<file path="config.mk">
export PLATFORM = sky130hd
export DESIGN_NAME = multi_bracket_balance_checker_unit_flat
export DESIGN_NICKNAME = d
export VERILOG_FILES = /design/src/hdl/bbc_pkg.sv /design/src/hdl/bbc_if.sv /design/src/hdl/bbc_front.sv /design/src/hdl/bbc_queue.sv /design/src/hdl/bbc_back.sv /design/src/hdl/multi_bracket_balance_checker_unit.sv /design/src/flat_wrapper.sv
export SDC_FILE = /design/constraint.sdc
export NUM_CORES = 1
export LEC_CHECK = 0
export BUFFER_PORTS_ARGS = -buffer_cell sky130_fd_sc_hd__buf_4
export CAP_MARGIN = 20
export CORE_ASPECT_RATIO = 1.2
export CORE_MARGIN = 4
export CORE_UTILIZATION = 60
export CTS_CLUSTER_DIAMETER = 40
export DETAILED_ROUTE_END_ITERATION = 10
export PLACE_DENSITY = 0.76
export REMOVE_ABC_BUFFERS = 1
export SYNTH_ARGS = -nofsm -noshare
export SYNTH_HDL_FRONTEND = slang
export SYNTH_SLANG_ARGS = --single-unit
export TNS_END_PERCENT = 50
</file>
<file path="constraint.sdc">
create_clock -name clk -period 10.7 [get_ports clk]
set_input_delay 0.535 -clock clk [delete_from_list [all_inputs] [get_ports clk]]
set_output_delay 0.535 -clock clk [all_outputs]
set_load 0.05 [all_outputs]
</file>
<file path="src/hdl/bbc_pkg.sv">
// Package with the shared types, constants and sizes of the bracket balance checker.
`timescale 1ns / 1ps
`default_nettype none

package bbc_pkg;

	// Bracket stack size and the widths that follow from it.
	localparam int STACK_DEPTH = 128;
	localparam int DEPTH_W     = $clog2(STACK_DEPTH + 1);
	localparam int ADDR_W      = (STACK_DEPTH > 1) ? $clog2(STACK_DEPTH) : 1;

	// Queue between the front and the back.
	localparam int QUEUE_DEPTH = 2;
	localparam int QPTR_W      = (QUEUE_DEPTH > 1) ? $clog2(QUEUE_DEPTH) : 1;
	localparam int QCNT_W      = $clog2(QUEUE_DEPTH + 1);

	// Character codes of the six brackets.
	localparam logic [7:0] CH_OPEN_PAREN   = 8'h28;
	localparam logic [7:0] CH_CLOSE_PAREN  = 8'h29;
	localparam logic [7:0] CH_OPEN_BRACE   = 8'h7B;
	localparam logic [7:0] CH_CLOSE_BRACE  = 8'h7D;
	localparam logic [7:0] CH_OPEN_SQUARE  = 8'h5B;
	localparam logic [7:0] CH_CLOSE_SQUARE = 8'h5D;

	// Bracket kinds as stored on the stack.
	typedef enum logic [1:0] {
		KIND_PAREN  = 2'd0,
		KIND_BRACE  = 2'd1,
		KIND_SQUARE = 2'd2
	} kind_t;

	// Operation that one character asks of the stack.
	typedef enum logic [1:0] {
		OP_NONE  = 2'd0,
		OP_OPEN  = 2'd1,
		OP_CLOSE = 2'd2
	} op_t;

	// Verdict status codes.
	typedef enum logic [2:0] {
		ST_OK       = 3'd0,
		ST_MISMATCH = 3'd1,
		ST_EMPTY    = 3'd2,
		ST_UNCLOSED = 3'd3,
		ST_OVERFLOW = 3'd4
	} status_t;

	// Classified character as it travels through the queue.
	typedef struct packed {
		op_t   op;
		kind_t kind;
		logic  last;
	} item_t;

endpackage

`default_nettype wire

</file>
<file path="src/hdl/bbc_if.sv">
// Channel interfaces for the character stream and the verdict stream.
`timescale 1ns / 1ps
`default_nettype none

interface bbc_char_if;
	logic       valid;
	logic       ready;
	logic [7:0] ch;
	logic       last;

	modport source (output valid, output ch, output last, input ready);
	modport sink   (input valid, input ch, input last, output ready);
endinterface

interface bbc_verdict_if;
	logic       valid;
	logic       ready;
	logic       balanced;
	logic [2:0] status;

	modport source (output valid, output balanced, output status, input ready);
	modport sink   (input valid, input balanced, input status, output ready);
endinterface

`default_nettype wire

</file>
<file path="src/hdl/bbc_front.sv">
// Front stage: accepts characters and classifies them into stack operations.
`timescale 1ns / 1ps
`default_nettype none

module bbc_front
	import bbc_pkg::*;
(
	input  wire logic  clk,
	input  wire logic  arst_n,
	bbc_char_if.sink   chars,
	output item_t      push_item,
	output logic       push_valid,
	input  wire logic  push_ready
);

	logic  valid_s1;
	item_t item_s1;
	item_t class_item;

	// Map the character byte to an operation and a bracket kind.
	always_comb begin
		class_item.op   = OP_NONE;
		class_item.kind = KIND_PAREN;
		class_item.last = chars.last;
		case (chars.ch)
			CH_OPEN_PAREN: begin
				class_item.op   = OP_OPEN;
				class_item.kind = KIND_PAREN;
			end
			CH_OPEN_BRACE: begin
				class_item.op   = OP_OPEN;
				class_item.kind = KIND_BRACE;
			end
			CH_OPEN_SQUARE: begin
				class_item.op   = OP_OPEN;
				class_item.kind = KIND_SQUARE;
			end
			CH_CLOSE_PAREN: begin
				class_item.op   = OP_CLOSE;
				class_item.kind = KIND_PAREN;
			end
			CH_CLOSE_BRACE: begin
				class_item.op   = OP_CLOSE;
				class_item.kind = KIND_BRACE;
			end
			CH_CLOSE_SQUARE: begin
				class_item.op   = OP_CLOSE;
				class_item.kind = KIND_SQUARE;
			end
			default: begin
				class_item.op   = OP_NONE;
				class_item.kind = KIND_PAREN;
			end
		endcase
	end

	// The stage register frees up whenever the queue takes its content.
	assign chars.ready = !valid_s1 || push_ready;

	always_ff @(posedge clk or negedge arst_n) begin
		if (!arst_n) begin
			valid_s1 <= 1'b0;
		end else if (chars.ready) begin
			valid_s1 <= chars.valid;
		end
	end

	// Payload register, loaded on each accepted transaction.
	always_ff @(posedge clk) begin
		if (chars.valid && chars.ready) begin
			item_s1 <= class_item;
		end
	end

	assign push_valid = valid_s1;
	assign push_item  = item_s1;

endmodule

`default_nettype wire

</file>
<file path="src/hdl/bbc_queue.sv">
// Short queue that decouples the front stage from the stack engine.
`timescale 1ns / 1ps
`default_nettype none

module bbc_queue
	import bbc_pkg::*;
(
	input  wire logic   clk,
	input  wire logic   arst_n,
	input  wire item_t  push_item,
	input  wire logic   push_valid,
	output logic        push_ready,
	output item_t       pop_item,
	output logic        pop_valid,
	input  wire logic   pop_ready
);

	item_t             slot_q [QUEUE_DEPTH];
	logic [QPTR_W-1:0] wr_ptr_q;
	logic [QPTR_W-1:0] rd_ptr_q;
	logic [QCNT_W-1:0] count_q;
	logic              do_push;
	logic              do_pop;

	assign push_ready = (count_q != QCNT_W'(QUEUE_DEPTH));
	assign pop_valid  = (count_q != '0);
	assign pop_item   = slot_q[rd_ptr_q];
	assign do_push    = push_valid && push_ready;
	assign do_pop     = pop_valid && pop_ready;

	// Pointers wrap at the queue depth; the count tracks occupancy.
	always_ff @(posedge clk or negedge arst_n) begin
		if (!arst_n) begin
			wr_ptr_q <= '0;
			rd_ptr_q <= '0;
			count_q  <= '0;
		end else begin
			if (do_push) begin
				wr_ptr_q <= (wr_ptr_q == QPTR_W'(QUEUE_DEPTH - 1)) ? '0 : wr_ptr_q + 1'b1;
			end
			if (do_pop) begin
				rd_ptr_q <= (rd_ptr_q == QPTR_W'(QUEUE_DEPTH - 1)) ? '0 : rd_ptr_q + 1'b1;
			end
			if (do_push && !do_pop) begin
				count_q <= count_q + 1'b1;
			end else if (do_pop && !do_push) begin
				count_q <= count_q - 1'b1;
			end
		end
	end

	// Storage slots.
	always_ff @(posedge clk) begin
		if (do_push) begin
			slot_q[wr_ptr_q] <= push_item;
		end
	end

endmodule

`default_nettype wire

</file>
<file path="src/hdl/bbc_back.sv">
// Stack engine: carries out pushes and pops, tracks failure and delivers verdicts.
`timescale 1ns / 1ps
`default_nettype none

module bbc_back
	import bbc_pkg::*;
(
	input  wire logic   clk,
	input  wire logic   arst_n,
	input  wire item_t  pop_item,
	input  wire logic   pop_valid,
	output logic        pop_ready,
	bbc_verdict_if.source verdict
);

	// Top of stack lives in a register; the entries below it live in the memory.
	kind_t              top_q;
	logic [DEPTH_W-1:0] depth_q;
	status_t            fail_q;
	kind_t              stack_mem [STACK_DEPTH];
	kind_t              mem_rd_q;
	logic               fwd_q;
	kind_t              fwd_val_q;
	logic               out_valid_q;
	logic               balanced_q;
	status_t            status_q;

	kind_t              under;
	logic               fire;
	logic [DEPTH_W-1:0] step_depth;
	logic [DEPTH_W-1:0] next_depth;
	logic [DEPTH_W-1:0] rd_depth;
	logic [DEPTH_W-1:0] wr_depth;
	status_t            step_fail;
	status_t            next_fail;
	status_t            final_status;
	kind_t              next_top;
	logic               do_push;
	logic               wr_en;
	logic [ADDR_W-1:0]  rd_addr;
	logic [ADDR_W-1:0]  wr_addr;

	// The entry under the top: freshly pushed-down value or the registered read.
	assign under = fwd_q ? fwd_val_q : mem_rd_q;

	// A last item waits while an earlier verdict is still held.
	assign pop_ready = !pop_item.last || !out_valid_q || verdict.ready;
	assign fire      = pop_valid && pop_ready;

	// One stack operation per transaction until a failure is recorded, then the end-of-string verdict.
	always_comb begin
		step_depth   = depth_q;
		step_fail    = fail_q;
		next_top     = top_q;
		do_push      = 1'b0;
		wr_en        = 1'b0;
		if (fire && (fail_q == ST_OK)) begin
			case (pop_item.op)
				OP_OPEN: begin
					if (depth_q >= DEPTH_W'(STACK_DEPTH)) begin
						step_fail = ST_OVERFLOW;
					end else begin
						do_push    = 1'b1;
						wr_en      = (depth_q != '0);
						step_depth = depth_q + 1'b1;
						next_top   = pop_item.kind;
					end
				end
				OP_CLOSE: begin
					if (depth_q == '0) begin
						step_fail = ST_EMPTY;
					end else begin
						step_depth = depth_q - 1'b1;
						next_top   = under;
						if (top_q != pop_item.kind) begin
							step_fail = ST_MISMATCH;
						end
					end
				end
				default: begin
					step_depth = depth_q;
				end
			endcase
		end

		if (step_fail != ST_OK) begin
			final_status = step_fail;
		end else if (step_depth != '0) begin
			final_status = ST_UNCLOSED;
		end else begin
			final_status = ST_OK;
		end

		if (fire && pop_item.last) begin
			next_depth = '0;
			next_fail  = ST_OK;
		end else begin
			next_depth = step_depth;
			next_fail  = step_fail;
		end
	end

	// Memory addresses: write the old top at depth-1, prefetch the entry at the next depth-2.
	assign wr_depth = depth_q - 1'b1;
	assign rd_depth = next_depth - DEPTH_W'(2);
	assign wr_addr  = wr_depth[ADDR_W-1:0];
	assign rd_addr  = rd_depth[ADDR_W-1:0];

	// Stack control state.
	always_ff @(posedge clk or negedge arst_n) begin
		if (!arst_n) begin
			depth_q <= '0;
			fail_q  <= ST_OK;
			fwd_q   <= 1'b0;
		end else begin
			depth_q <= next_depth;
			fail_q  <= next_fail;
			fwd_q   <= do_push;
		end
	end

	// Top register and forwarding value.
	always_ff @(posedge clk) begin
		top_q     <= next_top;
		fwd_val_q <= top_q;
	end

	// Stack memory with one write port and one registered read port.
	always_ff @(posedge clk) begin
		if (wr_en) begin
			stack_mem[wr_addr] <= top_q;
		end
		mem_rd_q <= stack_mem[rd_addr];
	end

	// Verdict output register.
	always_ff @(posedge clk or negedge arst_n) begin
		if (!arst_n) begin
			out_valid_q <= 1'b0;
		end else if (fire && pop_item.last) begin
			out_valid_q <= 1'b1;
		end else if (verdict.ready) begin
			out_valid_q <= 1'b0;
		end
	end

	always_ff @(posedge clk) begin
		if (fire && pop_item.last) begin
			status_q   <= final_status;
			balanced_q <= (final_status == ST_OK);
		end
	end

	assign verdict.valid    = out_valid_q;
	assign verdict.balanced = balanced_q;
	assign verdict.status   = status_q;

endmodule

`default_nettype wire

</file>
<file path="src/hdl/multi_bracket_balance_checker_unit.sv">
// Top level of the bracket balance checker: front stage, queue and stack engine.
//
//   Channel   Direction  Payload            Transaction
//   chars     sink       ch[7:0], last      one character of the string
//   verdict   source     balanced, status   one verdict per string, on its last character
//
// One character is taken each cycle that chars.ready is high; the stack engine performs
// one push or pop a cycle when not held, against a top-of-stack register and a memory with a
// registered, prefetched read. A last character passes through the front-stage register and
// a queue slot before the stack engine loads its verdict into the verdict register.
// Reset clears the depth, the failure code and all valid state at once; the stack memory
// needs no clearing, since entries are only read below the current depth.
// A stalled verdict holds the engine only when the next item is also a last character;
// the queue and the front stage then fill and lower chars.ready.
`timescale 1ns / 1ps
`default_nettype none

module multi_bracket_balance_checker_unit
	import bbc_pkg::*;
(
	input  wire logic     clk,
	input  wire logic     arst_n,
	bbc_char_if.sink      chars,
	bbc_verdict_if.source verdict
);

	item_t front_item;
	logic  front_valid;
	logic  front_ready;
	item_t head_item;
	logic  head_valid;
	logic  head_ready;

	// Accept and classify.
	bbc_front u_front (
		.clk        (clk),
		.arst_n     (arst_n),
		.chars      (chars),
		.push_item  (front_item),
		.push_valid (front_valid),
		.push_ready (front_ready)
	);

	// Decoupling queue.
	bbc_queue u_queue (
		.clk        (clk),
		.arst_n     (arst_n),
		.push_item  (front_item),
		.push_valid (front_valid),
		.push_ready (front_ready),
		.pop_item   (head_item),
		.pop_valid  (head_valid),
		.pop_ready  (head_ready)
	);

	// Stack engine and verdict register.
	bbc_back u_back (
		.clk       (clk),
		.arst_n    (arst_n),
		.pop_item  (head_item),
		.pop_valid (head_valid),
		.pop_ready (head_ready),
		.verdict   (verdict)
	);

endmodule

`default_nettype wire

</file>
<file path="src/flat_wrapper.sv">
// flat-port wrapper written by rule: the top's interface ports become plain ports
module multi_bracket_balance_checker_unit_flat import bbc_pkg::*;
  (clk, arst_n, chars_valid, chars_ch, chars_last, chars_ready, verdict_valid, verdict_balanced, verdict_status, verdict_ready);
  bbc_char_if chars_i ();
  bbc_verdict_if verdict_i ();
  input  wire logic clk;
  input  wire logic arst_n;
  input wire logic [$bits(chars_i.valid)-1:0] chars_valid;
  input wire logic [$bits(chars_i.ch)-1:0] chars_ch;
  input wire logic [$bits(chars_i.last)-1:0] chars_last;
  output wire logic [$bits(chars_i.ready)-1:0] chars_ready;
  output wire logic [$bits(verdict_i.valid)-1:0] verdict_valid;
  output wire logic [$bits(verdict_i.balanced)-1:0] verdict_balanced;
  output wire logic [$bits(verdict_i.status)-1:0] verdict_status;
  input wire logic [$bits(verdict_i.ready)-1:0] verdict_ready;
  assign chars_i.valid = chars_valid;
  assign chars_i.ch = chars_ch;
  assign chars_i.last = chars_last;
  assign chars_ready = chars_i.ready;
  assign verdict_valid = verdict_i.valid;
  assign verdict_balanced = verdict_i.balanced;
  assign verdict_status = verdict_i.status;
  assign verdict_i.ready = verdict_ready;
  multi_bracket_balance_checker_unit u_core (.clk(clk), .arst_n(arst_n), .chars(chars_i), .verdict(verdict_i));
endmodule
</file>
==> parameters.txt, run 1 <==
Parameter                              Value

Run status
  Run status    finished, final reports clean

Routing
  Post-route DRC violation count    0
  DR vias    roughly 9,600
  Detailed-router iteration count before antenna repair    6
  Routed WL    between 30 and 40 mm
  Routed length per placed instance    approximately 26 um
  Initial DRC count    between 1,000 and 1,500
  Mean number of vias per cell    ~6.9
  Antenna-violating nets left    0

Placement
  Total half-perimeter wirelength after legalization and detailed placement    ~21 mm
  Port Buffers    18
  Final RePlAce weighted congestion    roughly 0.91
  Post-placement cell area    approximately 14,000 um2

STA
  Unrepaired setup endpoints after global routing    false
  Post-route clock period utilization    62.8%
  Rel. slew slack    between 10% and 20%
  Number of pins with negative max-slew slack in the final report    0
  Final Hold Vio Count    0
  Number of failing setup endpoints in the final timing report    0
  Sum Neg Setup Slack    0 ns
  Post-Route Skew    about 0.030 ns
  Highest attainable clock frequency    about 0.15 GHz
  Final min period    around 6.7 ns
  Worst Hold Margin    ~0.20 ns
  Transition time at the pin with the least slew margin    about 1.2 ns

Worst setup path
  Highest fanout seen on the critical path    61
  Element type at the critical path end    flip-flop
  Critical Setup Path Class    flip-flop to flip-flop
  Endpoint arrival time on the critical path    7.07 ns
  R2R Setup Slk    about 4.0 ns
  Crit path required time    around 11 ns
  Reg2reg start    u_core.u_back.depth_q[0]$_DFF_PN0_
  R2R cell count    17
  Type of element launching the critical path    flip-flop
  Reg2Reg Capture Point    u_core.u_back.mem_rd_q[0]$_DFF_P_

Clocking
  Clock net sink count    between 200 and 300
  Maximum buffer depth of the clock tree    3
  Inserted Clock Buffers    36
  Setup Buffers After CTS    0
  Count of cells resized by post-cts repair    0
  Number of levels the H-tree was split into    2
  Hold bufs inserted after CTS    1
  Register clock-pin slew on the reported worst setup and hold paths    around 0.06 ns
  TritonCTS clock tree    built
  Master cell of the clock root buffer    sky130_fd_sc_hd__clkbuf_16
  Worst-Skew Late Latency    about 0.52 ns

Final layout
  Fraction of final layout cells with drive strength greater than 1    between 10% and 20%
  Final core area utilization    about 69%
  Post-route standard cell area excluding fillers    15,200 um2
  Final net count    between 1,000 and 1,500
  Area added between synthesis and finish    12.0%
  Fill cells    approximately 1,500

Logic synthesis
  Total of warnings raised by yosys    0
  Mean area per synthesized cell    approximately 13 um2
  Number of distinct standard cells referenced by the synthesized netlist    82
  Total of flip-flops plus latches after synthesis    ~300
  Count of mapped cells out of synthesis    between 1,000 and 1,500
  Summed instance area of the synthesized netlist    roughly 14,000 um2
  Most used flip-flop cell after synthesis    sky130_fd_sc_hd__edfxtp_1
  Sequential cell area fraction in the yosys report    ~65%
  Fraction of registers with async set/reset    about 6.0%
  Count of flip-flops with a built-in enable after synthesis    around 280

Floorplan
  Die boundary width    145 um
  Core outline area    roughly 22,000 um2
  Die ar.    25,000 um2
  Starting utilization of the core area    about three fifths
  Die height    173 um
  IO Count    19
  Number of rows in the core area    between 50 and 60

Global routing
  Total track usage    28.1%
  Met2 track demand over resource in global routing    45.4%
  Met1 GRT Util    36.4%
  Global-route wire length before repair    54.8 mm
  Layer with the highest usage    met2
  Number of global-route vias before repair    9,546
  Remaining global-route overflow    0
  Initial antenna violation count    1
  Largest net degree at the start of global routing    86
  Global-route met3 utilization    5.89%

Min path
  Hold Crit Class    input pin to flip-flop
  Hold Crit Endpoint    u_core.u_front.push_item[0]$_DFFE_PP_
  Hold_sp    chars_last
  Number of cells on the worst hold path    1

Job
  Total of max-cap violations    0
==> placed cells by master, fill, tap and decap left out, types with 16 or more instances in the layout <==
master	count
sky130_fd_sc_hd__or3_1	16
sky130_fd_sc_hd__nand3_1	46
sky130_fd_sc_hd__nor3_1	26
sky130_fd_sc_hd__a211oi_1	16
sky130_fd_sc_hd__clkbuf_16	37
sky130_fd_sc_hd__o21ai_0	30
sky130_fd_sc_hd__edfxtp_1	277
sky130_fd_sc_hd__buf_4	37
sky130_fd_sc_hd__nor2_1	182
sky130_fd_sc_hd__a21oi_1	36
sky130_fd_sc_hd__dfrtp_1	18
sky130_fd_sc_hd__a221oi_1	16
sky130_fd_sc_hd__mux4_2	17
sky130_fd_sc_hd__nand2_1	96
==> metrics by stage <==
stage / setup slack, ns / cells
2_1_floorplan: 4.22 / 1016
3_3_place_gp: 4.69 / 1326
3_5_place_dp: 4.46 / 1327
4_1_cts: 4.34 / 1390
5_1_grt: 3.79 / 1393
6_report: 3.98 / 1394
==> synthesized netlist by cell type (11+ instances only) <==
| library cell | n | area [um2] |
|---|---|---|
| sky130_fd_sc_hd__xnor2_1 | 12 | 105 |
| sky130_fd_sc_hd__a211oi_1 | 16 | 120 |
| sky130_fd_sc_hd__dfrtp_1 | 18 | 450 |
| sky130_fd_sc_hd__or3_1 | 16 | 100 |
| sky130_fd_sc_hd__edfxtp_1 | 277 | 8320 |
| sky130_fd_sc_hd__mux2i_1 | 16 | 160 |
| sky130_fd_sc_hd__a21oi_1 | 36 | 180 |
| sky130_fd_sc_hd__o21ai_0 | 30 | 150 |
| sky130_fd_sc_hd__nor3_1 | 26 | 130 |
| sky130_fd_sc_hd__nand3_1 | 46 | 230 |
| sky130_fd_sc_hd__a221oi_1 | 16 | 140 |
| sky130_fd_sc_hd__clkbuf_1 | 51 | 191 |
| sky130_fd_sc_hd__inv_1 | 13 | 48.8 |
| sky130_fd_sc_hd__o221ai_1 | 11 | 96.3 |
| sky130_fd_sc_hd__nand2_1 | 96 | 360 |
| sky130_fd_sc_hd__mux4_2 | 17 | 383 |
| sky130_fd_sc_hd__o211ai_1 | 12 | 90.1 |
| sky130_fd_sc_hd__nor2_1 | 182 | 683 |
==> area by class of cell <==
| class | instances | area, um2 | share of cell area, % |
|---|---|---|---|
| clock inverter | 21 | 269 | 1.77 |
| clock buffer | 41 | 941 | 6.21 |
| multi-input combinational | 699 | 4340 | 28.6 |
| sequential | 299 | 8850 | 58.4 |
| inverter | 18 | 67.6 | 0.446 |
| antenna | 1 | 2.50 | 0.0165 |
| tap | 274 | 343 | 2.26 |
| timing repair buffer | 41 | 345 | 2.28 |
==> layer usage <==
| layer | vias up | wire length [um] |
|---|---|---|
| li1 | 4155 | - |
| met1 | 4688 | 12900 |
| met2 | 645 | 17100 |
| met3 | 145 | 3820 |
| met4 | 0 | 1710 |
| met5 | - | 0 |
==> worst max-delay path: stages, from the launching register on <==
cell	delay (ns)
sky130_fd_sc_hd__dfrtp_1	0.91
sky130_fd_sc_hd__clkinv_1	0.51
sky130_fd_sc_hd__ha_1	0.59
sky130_fd_sc_hd__nor2_1	0.08
sky130_fd_sc_hd__a21oi_1	0.15
sky130_fd_sc_hd__o211ai_2	0.14
sky130_fd_sc_hd__a21oi_4	0.14
sky130_fd_sc_hd__buf_4	0.53
sky130_fd_sc_hd__inv_2	0.47
sky130_fd_sc_hd__ha_2	0.66
sky130_fd_sc_hd__buf_4	0.68
sky130_fd_sc_hd__o21ai_0	0.27
sky130_fd_sc_hd__a221oi_1	0.32
sky130_fd_sc_hd__a211oi_1	0.11
sky130_fd_sc_hd__a211oi_1	0.35
sky130_fd_sc_hd__o31ai_1	0.15
sky130_fd_sc_hd__a21oi_1	0.24
sky130_fd_sc_hd__o32ai_1	0.14
==> worst max path at each step <==
stage                                                  startpoint                           endpoint  slack, ns  cells past startpoint
final                          u_core.u_back.depth_q[0]$_DFF_PN0_  u_core.u_back.mem_rd_q[0]$_DFF_P_       3.98                     17
after global routing           u_core.u_back.depth_q[0]$_DFF_PN0_  u_core.u_back.mem_rd_q[0]$_DFF_P_       3.79                     17
after floorplan           u_core.u_back.verdict.valid$_DFFE_PN0P_  u_core.u_back.mem_rd_q[0]$_DFF_P_       4.22                     13
after CTS                      u_core.u_back.depth_q[0]$_DFF_PN0_  u_core.u_back.mem_rd_q[0]$_DFF_P_       4.34                     17
after detailed placement       u_core.u_back.depth_q[0]$_DFF_PN0_  u_core.u_back.mem_rd_q[0]$_DFF_P_       4.46                     17
after global placement         u_core.u_back.depth_q[0]$_DFF_PN0_  u_core.u_back.mem_rd_q[0]$_DFF_P_       4.69                     16
==> registers in the layout, indices dropped and copies added, names as in the netlist <==
name                            cells
u_core.u_back.fail_q                3
u_core.u_back.depth_q               8
u_core.u_front.push_valid           1
u_core.u_front.push_item            5
u_core.u_back.verdict.valid         1
u_core.u_back.fwd_val_q             2
u_core.u_back.top_q                 2
u_core.u_queue.wr_ptr_q             1
u_core.u_back.stack_mem           256
u_core.u_back.verdict.balanced      1
u_core.u_back.verdict.status        3
u_core.u_back.mem_rd_q              2
u_core.u_queue.slot_q              10
u_core.u_queue.rd_ptr_q             1
u_core.u_back.fwd_q                 1
u_core.u_queue.count_q              2
==> cell families after synthesis <==
kind of cell	share of synthesized area, %
xor gates and xnor gates	1.42
adders and majority gates	0.647
buffers and inverters	2.62
and+or+nand+nor	13.9
muxes	4.48
DFF	65.4
AOI/OAI and AO/OA	11.5
Power of run 1 is left out: the tool's default activity adds up to more than one toggle a clock period on the data nets, which glitch-free logic cannot reach.
==> run 2: changes to the inputs <==
- clock period: 10.7 -> 6.2 ns (I/O delays scaled with it)
==> parameters.txt, run 2 (synthesized netlist as in run 1, its figures left out) <==
Parameter                              Value

Min path
  Hold Crit Class    input pin to flip-flop

STA
  Final Worst Setup Slack    1.01 ns (-2.97 ns)
  Transition time at the pin with the least slew margin    1.20 ns (+0.00903 ns)
  Worst Hold Margin    0.0252 ns (-0.178 ns)
  Unrepaired setup endpoints after global routing    false
  Post-Route Skew    0.0163 ns (-0.0141 ns)
  Number of failing setup endpoints in the final timing report    0 (unchanged)
  Post-route clock period utilization    83.7% (+21 points)
  Final Hold Vio Count    0 (unchanged)
  Rel. slew slack    19.6% (-0.22 points)
  Number of pins with negative max-slew slack in the final report    0 (unchanged)
  Final min period    5.19 ns (-1.53 ns)
  Highest attainable clock frequency    0.193 GHz (+29%)

Clocking
  Maximum buffer depth of the clock tree    3 (unchanged)
  Number of levels the H-tree was split into    1 (-1)
  Clock net sink count    299 (unchanged)
  Master cell of the clock root buffer    sky130_fd_sc_hd__clkbuf_16
  Register clock-pin slew on the reported worst setup and hold paths    0.07 ns (about the same)
  Count of cells resized by post-cts repair    0 (unchanged)
  Worst-Skew Late Latency    0.58 ns (+0.06 ns)
  TritonCTS clock tree    built
  Inserted Clock Buffers    31 (-14%)

Routing
  Routed length per placed instance    26.0 um (+1.7%)
  Mean number of vias per cell    6.96 (+0.70%)
  Initial DRC count    1,069 (-17%)
  Detailed-router iteration count before antenna repair    6 (unchanged)
  Routed WL    36.3 mm (+2.1%)
  Antenna-violating nets left    0 (unchanged)
  DR vias    9,742 (+1.1%)
  Post-route DRC violation count    0 (unchanged)

Global routing
  Initial antenna violation count    0 (-1)
  Number of global-route vias before repair    9,329 (-2.3%)
  Total track usage    28.1% (about the same)
  Global-route wire length before repair    54.4 mm (-0.74%)
  Remaining global-route overflow    0 (unchanged)
  Largest net degree at the start of global routing    77 (-10%)

Placement
  Total half-perimeter wirelength after legalization and detailed placement    22.1 mm (+4.1%)
  Port Buffers    18 (unchanged)
  Final RePlAce weighted congestion    0.948 (+4.3%)
  Number of placed cells counting well taps    1,339 (+0.90%)
  Worst-case setup slack after placement    1.20 ns (-3.26 ns)

Worst setup path
  Element type at the critical path end    flip-flop
  Endpoint arrival time on the critical path    5.61 ns (-1.46 ns)
  Critical Setup Path Class    flip-flop to flip-flop
  Crit path required time    6.62 ns (-4.43 ns)
  Type of element launching the critical path    flip-flop
  R2R Setup Slk    1.01 ns (-2.97 ns)
  Highest fanout seen on the critical path    33 (-46%)

Floorplan
  Die boundary width    145 um (unchanged)
  IO Count    19 (unchanged)
  Die ar.    25,000 um2 (unchanged)
  Core outline area    21,900 um2 (unchanged)
  Die height    173 um (unchanged)
  Starting utilization of the core area    61.8% (unchanged)
  Number of rows in the core area    59 (unchanged)

Final layout
  N_diodes    0 (-1)
  Fill cells    1,549 (+2.6%)
  Final core area utilization    68.6% (-0.58 points)
  Number of flip-flops in the largest register    256 (unchanged)
  Final net count    1,121 (+0.54%)
  Non-filler instance count after layout    1,400 (+0.43%)
  Most flop-heavy register    u_core.u_back.stack_mem
  Biggest registers after layout    u_core.u_back.stack_mem: 256 flops, u_core.u_queue.slot_q: 10 flops, u_core.u_back.depth_q: 8 flops
  Most frequent standard cell in the layout excluding fill and tap cells    sky130_fd_sc_hd__edfxtp_1
  Fraction of final layout cells with drive strength greater than 1    12.4% (about the same)
  Area added between synthesis and finish    11.0%
  Leading cell types in the layout, fill and taps excluded    sky130_fd_sc_hd__edfxtp_1 (277), sky130_fd_sc_hd__nor2_1 (182), sky130_fd_sc_hd__nand2_1 (96)

Run status
  Run status    finished, final reports clean

Job
  Total of max-cap violations    0 (unchanged)
## run 2: cell types whose count changed in the layout (fill, tap and decap cells not counted), sizes merged
cell / change
buf: +9
bufinv: -3
clkbuf: -3
clkinv: +5
clkinvlp: -2
diode: -1
dlygate4sd3: +2
inv: -1
## run 2: critical path: stages, from the launching register on
cell and delay (ns):
sky130_fd_sc_hd__dfrtp_1 0.54, sky130_fd_sc_hd__mux2i_1 0.32, sky130_fd_sc_hd__ha_1 0.31, sky130_fd_sc_hd__clkinv_1 0.30, sky130_fd_sc_hd__a21oi_1 0.39, sky130_fd_sc_hd__nand2_1 0.10, sky130_fd_sc_hd__a211oi_1 0.37, sky130_fd_sc_hd__and2_1 0.22
sky130_fd_sc_hd__inv_1 0.05, sky130_fd_sc_hd__ha_2 0.84, sky130_fd_sc_hd__buf_4 0.35, sky130_fd_sc_hd__o21ai_0 0.11, sky130_fd_sc_hd__a221oi_1 0.24, sky130_fd_sc_hd__a211oi_1 0.09, sky130_fd_sc_hd__a211oi_1 0.28, sky130_fd_sc_hd__o31ai_1 0.12
sky130_fd_sc_hd__a21oi_1 0.25, sky130_fd_sc_hd__o32ai_1 0.13
## run 2: area by class of cell
cell class                      instances  area, um2  share of cell area, %
Clock buffer                           38        802                   5.33
Clock inverter                         20        211                   1.41
Inverter                               18       67.6                  0.449
Multi-Input combinational cell        699       4340                   28.9
Sequential cell                       299       8850                   58.9
Tap cell                              274        343                   2.28
Timing Repair Buffer                   52        418                   2.78
## run 2: layer usage
layer | vias to the layer above | wire [um] | track usage [%]
met2 | 679 | 17300 | 45.3
li1 | 4166 | - | -
met1 | 4721 | 13200 | 37.0
met5 | - | 0 | 0
met3 | 176 | 4000 | 6.10
met4 | 0 | 1880 | 12.7
## run 2: timing repair
action,CTS,global route
setup endpoints to repair,0,0
setup buffers,0,0
hold endpoints to repair,20,0
hold buffers,3,0
## run 2: per-stage QoR
stage	instance area, um2	TNS (ns)
detailed placement	14000	0
global route	15000	0
floorplan	13300	-0.559
finish	15000	0
global placement	14000	0
CTS	15000	0
## run 2: final timing paths
check	from	to	cells after the start
hold reg to reg	u_core.u_front.push_item[2]$_DFFE_PP_	u_core.u_queue.slot_q[0][2]$_DFFE_PP_	0
min in group asynchronous	arst_n	u_core.u_queue.count_q[0]$_DFFE_PN0P_	2
setup / recovery	u_core.u_queue.rd_ptr_q$_DFFE_PN0N_	u_core.u_back.mem_rd_q[0]$_DFF_P_	17
max in group asynchronous	arst_n	u_core.u_back.fail_q[2]$_DFF_PN0_	2
hold / removal	chars_ch[5]	u_core.u_front.push_item[2]$_DFFE_PP_	2
setup reg to reg	u_core.u_queue.rd_ptr_q$_DFFE_PN0N_	u_core.u_back.mem_rd_q[0]$_DFF_P_	17
Power of run 2 is left out for the same reason.
==> run 3: changes to the inputs <==
- ABC_AREA: unset -> 1
- CORE_UTILIZATION: 60 -> 57
- clock period: 6.2 -> 4.25 ns (I/O delays scaled with it)
==> parameters.txt, run 3 <==
Parameter                              Value

Floorplan
  IO Count    19 (unchanged)
  Core outline area    24,700 um2 (+13%)
  Die height    181 um (+4.9%)
  Starting utilization of the core area    57.7% (-4.1 points)
  Die boundary width    152 um (+4.9%)
  Number of rows in the core area    63 (+6.8%)
  Die ar.    27,600 um2 (+10%)

Final layout
  Final net count    1,504 (+34%)
  Number of flip-flops in the largest register    256 (unchanged)
  N_diodes    0 (unchanged)
  Non-filler instance count after layout    1,835 (+31%)
  Fill cells    1,924 (+24%)
  Area taken by multi-input logic gates    4190 um2 (-3.6%)
  Biggest registers after layout    u_core.u_back.stack_mem: 256 flops, u_core.u_queue.slot_q: 10 flops, u_core.u_back.depth_q: 8 flops
  Most flop-heavy register    u_core.u_back.stack_mem
  Seq. cell area    8850 um2 (unchanged)
  Leading cell types in the layout, fill and taps excluded    sky130_fd_sc_hd__nand3_1 (289), sky130_fd_sc_hd__edfxtp_1 (277), sky130_fd_sc_hd__nand2_1 (276)
  Most frequent standard cell in the layout excluding fill and tap cells    sky130_fd_sc_hd__nand3_1
  Fraction of final layout cells with drive strength greater than 1    8.74% (-3.7 points)
  Area added between synthesis and finish    11.2%

Worst setup path
  Critical Setup Path Class    flip-flop to flip-flop
  Critical-path cell with the highest stage delay    sky130_fd_sc_hd__buf_4
  Critical path depth in cells    20 (+3)
  Endpoint arrival time on the critical path    4.29 ns (-1.32 ns)
  Type of element launching the critical path    flip-flop
  Element type at the critical path end    flip-flop
  Slowest cell delay on critical path    0.67 ns (-0.17 ns)
  Most common cell type on the critical path    sky130_fd_sc_hd__nand2_1
  CP Buf/Inv Count    4 (+1)
  Cell family with most CP delay    simple AND/OR/NAND/NOR gates
  Highest fanout seen on the critical path    68 (+110%)
  Crit path required time    4.65 ns (-1.97 ns)
  R2R cell count    20 (+3)
  Chain of cells forming the critical path    inv_2, or2_2, o21ai_0, inv_1, ha_1, nand2_1, inv_1, a21oi_1, nand2_2, nand2_2, nand2_1, nand2_2, buf_4, nand3_4, xor2_4, nand3_1, nand3_1, nand2_1, nand2_1, nand2_1

Job
  Total of max-cap violations    0 (unchanged)

Clocking
  Clock net sink count    299 (unchanged)
  Count of cells resized by post-cts repair    0 (unchanged)
  Setup Buffers After CTS    0 (unchanged)
  Master cell of the clock root buffer    sky130_fd_sc_hd__clkbuf_16
  Inserted Clock Buffers    35 (+13%)
  Number of levels the H-tree was split into    2 (+1)
  Register clock-pin slew on the reported worst setup and hold paths    0.06 ns (about the same)
  TritonCTS clock tree    built
  Worst-Skew Late Latency    0.52 ns (-0.06 ns)
  Maximum buffer depth of the clock tree    3 (unchanged)

Routing
  Detailed-router iteration count before antenna repair    6 (unchanged)
  Routed length per placed instance    18.9 um (-27%)
  Mean number of vias per cell    5.68 (-18%)
  Post-route DRC violation count    0 (unchanged)
  Routed WL    34.6 mm (-4.7%)
  DR vias    10,428 (+7.0%)
  Antenna-violating nets left    0 (unchanged)
  Initial DRC count    1,035 (-3.2%)

STA
  Final min period    3.88 ns (-1.31 ns)
  Final Hold Vio Count    0 (unchanged)
  Post-Route Skew    0.0173 ns (+0.00103 ns)
  Number of pins with negative max-slew slack in the final report    0 (unchanged)
  Transition time at the pin with the least slew margin    1.04 ns (-0.162 ns)
  Post-route clock period utilization    91.3% (+7.6 points)
  Number of failing setup endpoints in the final timing report    0 (unchanged)
  Rel. slew slack    30.4% (+11 points)
  Highest attainable clock frequency    0.258 GHz (+34%)
  Unrepaired setup endpoints after global routing    false

Logic synthesis
  Summed instance area of the synthesized netlist    14,200 um2 (+5.1%)
  Total of warnings raised by yosys    0 (unchanged)
  Total of flip-flops plus latches after synthesis    299 (unchanged)
  Count of flip-flops with a built-in enable after synthesis    277 (unchanged)
  Most frequent cells after synthesis    sky130_fd_sc_hd__nand3_1 (289), sky130_fd_sc_hd__edfxtp_1 (277), sky130_fd_sc_hd__nand2_1 (277), sky130_fd_sc_hd__inv_1 (213), sky130_fd_sc_hd__nor2_1 (198)
  Sequential cell area fraction in the yosys report    62.2% (-3.2 points)
  Mean area per synthesized cell    9.69 um2 (-23%)
  Most common cell in the netlist    sky130_fd_sc_hd__nand3_1
  Number of distinct standard cells referenced by the synthesized netlist    41 (-50%)
  Count of mapped cells out of synthesis    1,468 (+36%)
  Top cell type by total area after synthesis    sky130_fd_sc_hd__edfxtp_1
  Most used flip-flop cell after synthesis    sky130_fd_sc_hd__edfxtp_1
  Fraction of synthesized cell area taken by the top area cell type    58.5% (-3.0 points)
  Fraction of registers with async set/reset    6.02% (unchanged)
  Area contributors post-synth    sky130_fd_sc_hd__edfxtp_1 (58%), sky130_fd_sc_hd__nand3_1 (10%), sky130_fd_sc_hd__nand2_1 (7.3%)

Global routing
  Largest net degree at the start of global routing    88 (+14%)
  Total track usage    25.1% (-3.0 points)
  Global-route wire length before repair    54.9 mm (+0.86%)
  Initial antenna violation count    0 (unchanged)
  Remaining global-route overflow    0 (unchanged)
  Number of global-route vias before repair    10,497 (+13%)

Placement
  Final RePlAce weighted congestion    0.861 (-9.3%)
  Total half-perimeter wirelength after legalization and detailed placement    20.9 mm (-5.6%)
  Port Buffers    18 (unchanged)
  Number of placed cells counting well taps    1,769 (+32%)

Min path
  Number of cells on the worst hold path    4 (+2)
  Hold Crit Class    input pin to flip-flop

Run status
  Run status    finished, final reports clean
[run 3: cells by family (layout without fill, tap and decap cells)]
group                      count (synthesis)  after routing  share of synthesized area (%)
AOI/OAI and AO/OA                         38             38                           1.49
xor gates and xnor gates                  12             12                           1.00
adders and majority gates                  7              7                          0.616
buffers and inverters                    284            326                           8.45
DFF                                      299            299                           62.2
muxes                                      2              2                          0.141
and+or+nand+nor                          826            826                           26.1
[run 3: final cells by class]
cell class / count / share of cell area [%]
Timing Repair Buffer: 43 / 2.40
Multi-Input combinational cell: 885 / 26.5
Clock inverter: 20 / 1.39
Clock buffer: 43 / 5.99
Sequential cell: 299 / 55.9
Inverter: 220 / 5.24
Tap cell: 325 / 2.57
[run 3: worst paths after layout]
check                                                       from                                      end  slack (ns)
max                          u_core.u_queue.rd_ptr_q$_DFFE_PN0N_        u_core.u_back.mem_rd_q[0]$_DFF_P_        0.37
min                                                verdict_ready  u_core.u_back.verdict.valid$_DFFE_PN0P_        0.04
max reg2reg                  u_core.u_queue.rd_ptr_q$_DFFE_PN0N_        u_core.u_back.mem_rd_q[0]$_DFF_P_        0.37
min reg2reg                u_core.u_front.push_item[1]$_DFFE_PP_    u_core.u_queue.slot_q[0][1]$_DFFE_PP_        0.44
max in group asynchronous                                 arst_n       u_core.u_back.depth_q[6]$_DFF_PN0_        3.93
min in group asynchronous                                 arst_n       u_core.u_back.depth_q[7]$_DFF_PN0_        0.11
[run 3: timing repair]
action,CTS,global route
setup endpoints to repair,0,0
hold endpoints to repair,20,0
hold buffers,3,0
[run 3: routing by layer]
metal,track usage [%],wire [um]
met1,30.8,13100
met2,43.2,17200
met3,4.19,2770
met4,12.1,1560
met5,0,0
[run 3: stage by stage]
| stage | TNS [ns] | setup WS (ns) | cell area [um2] | utilization, % | hold slack [ns] |
|---|---|---|---|---|---|
| after global placement | 0 | 0.446 | 14600 | 59.3 | 0.102 |
| after global routing | 0 | 0.0237 | 15800 | 64.1 | 0.0492 |
| final | 0 | 0.369 | 15800 | 64.1 | 0.0398 |
| after CTS | 0 | 0.382 | 15800 | 64.1 | 0.0251 |
| after floorplan | -1.54 | -0.768 | 13900 | - | -0.0831 |
| after detailed placement | 0 | 0.389 | 14600 | 59.3 | 0.105 |
[run 3: worst min-delay path: stages]
cell and delay (ns):
sky130_fd_sc_hd__buf_4 0.08, sky130_fd_sc_hd__nor2_1 0.07, sky130_fd_sc_hd__inv_1 0.09, sky130_fd_sc_hd__nand2_1 0.06
Power of run 3 is left out for the same reason.
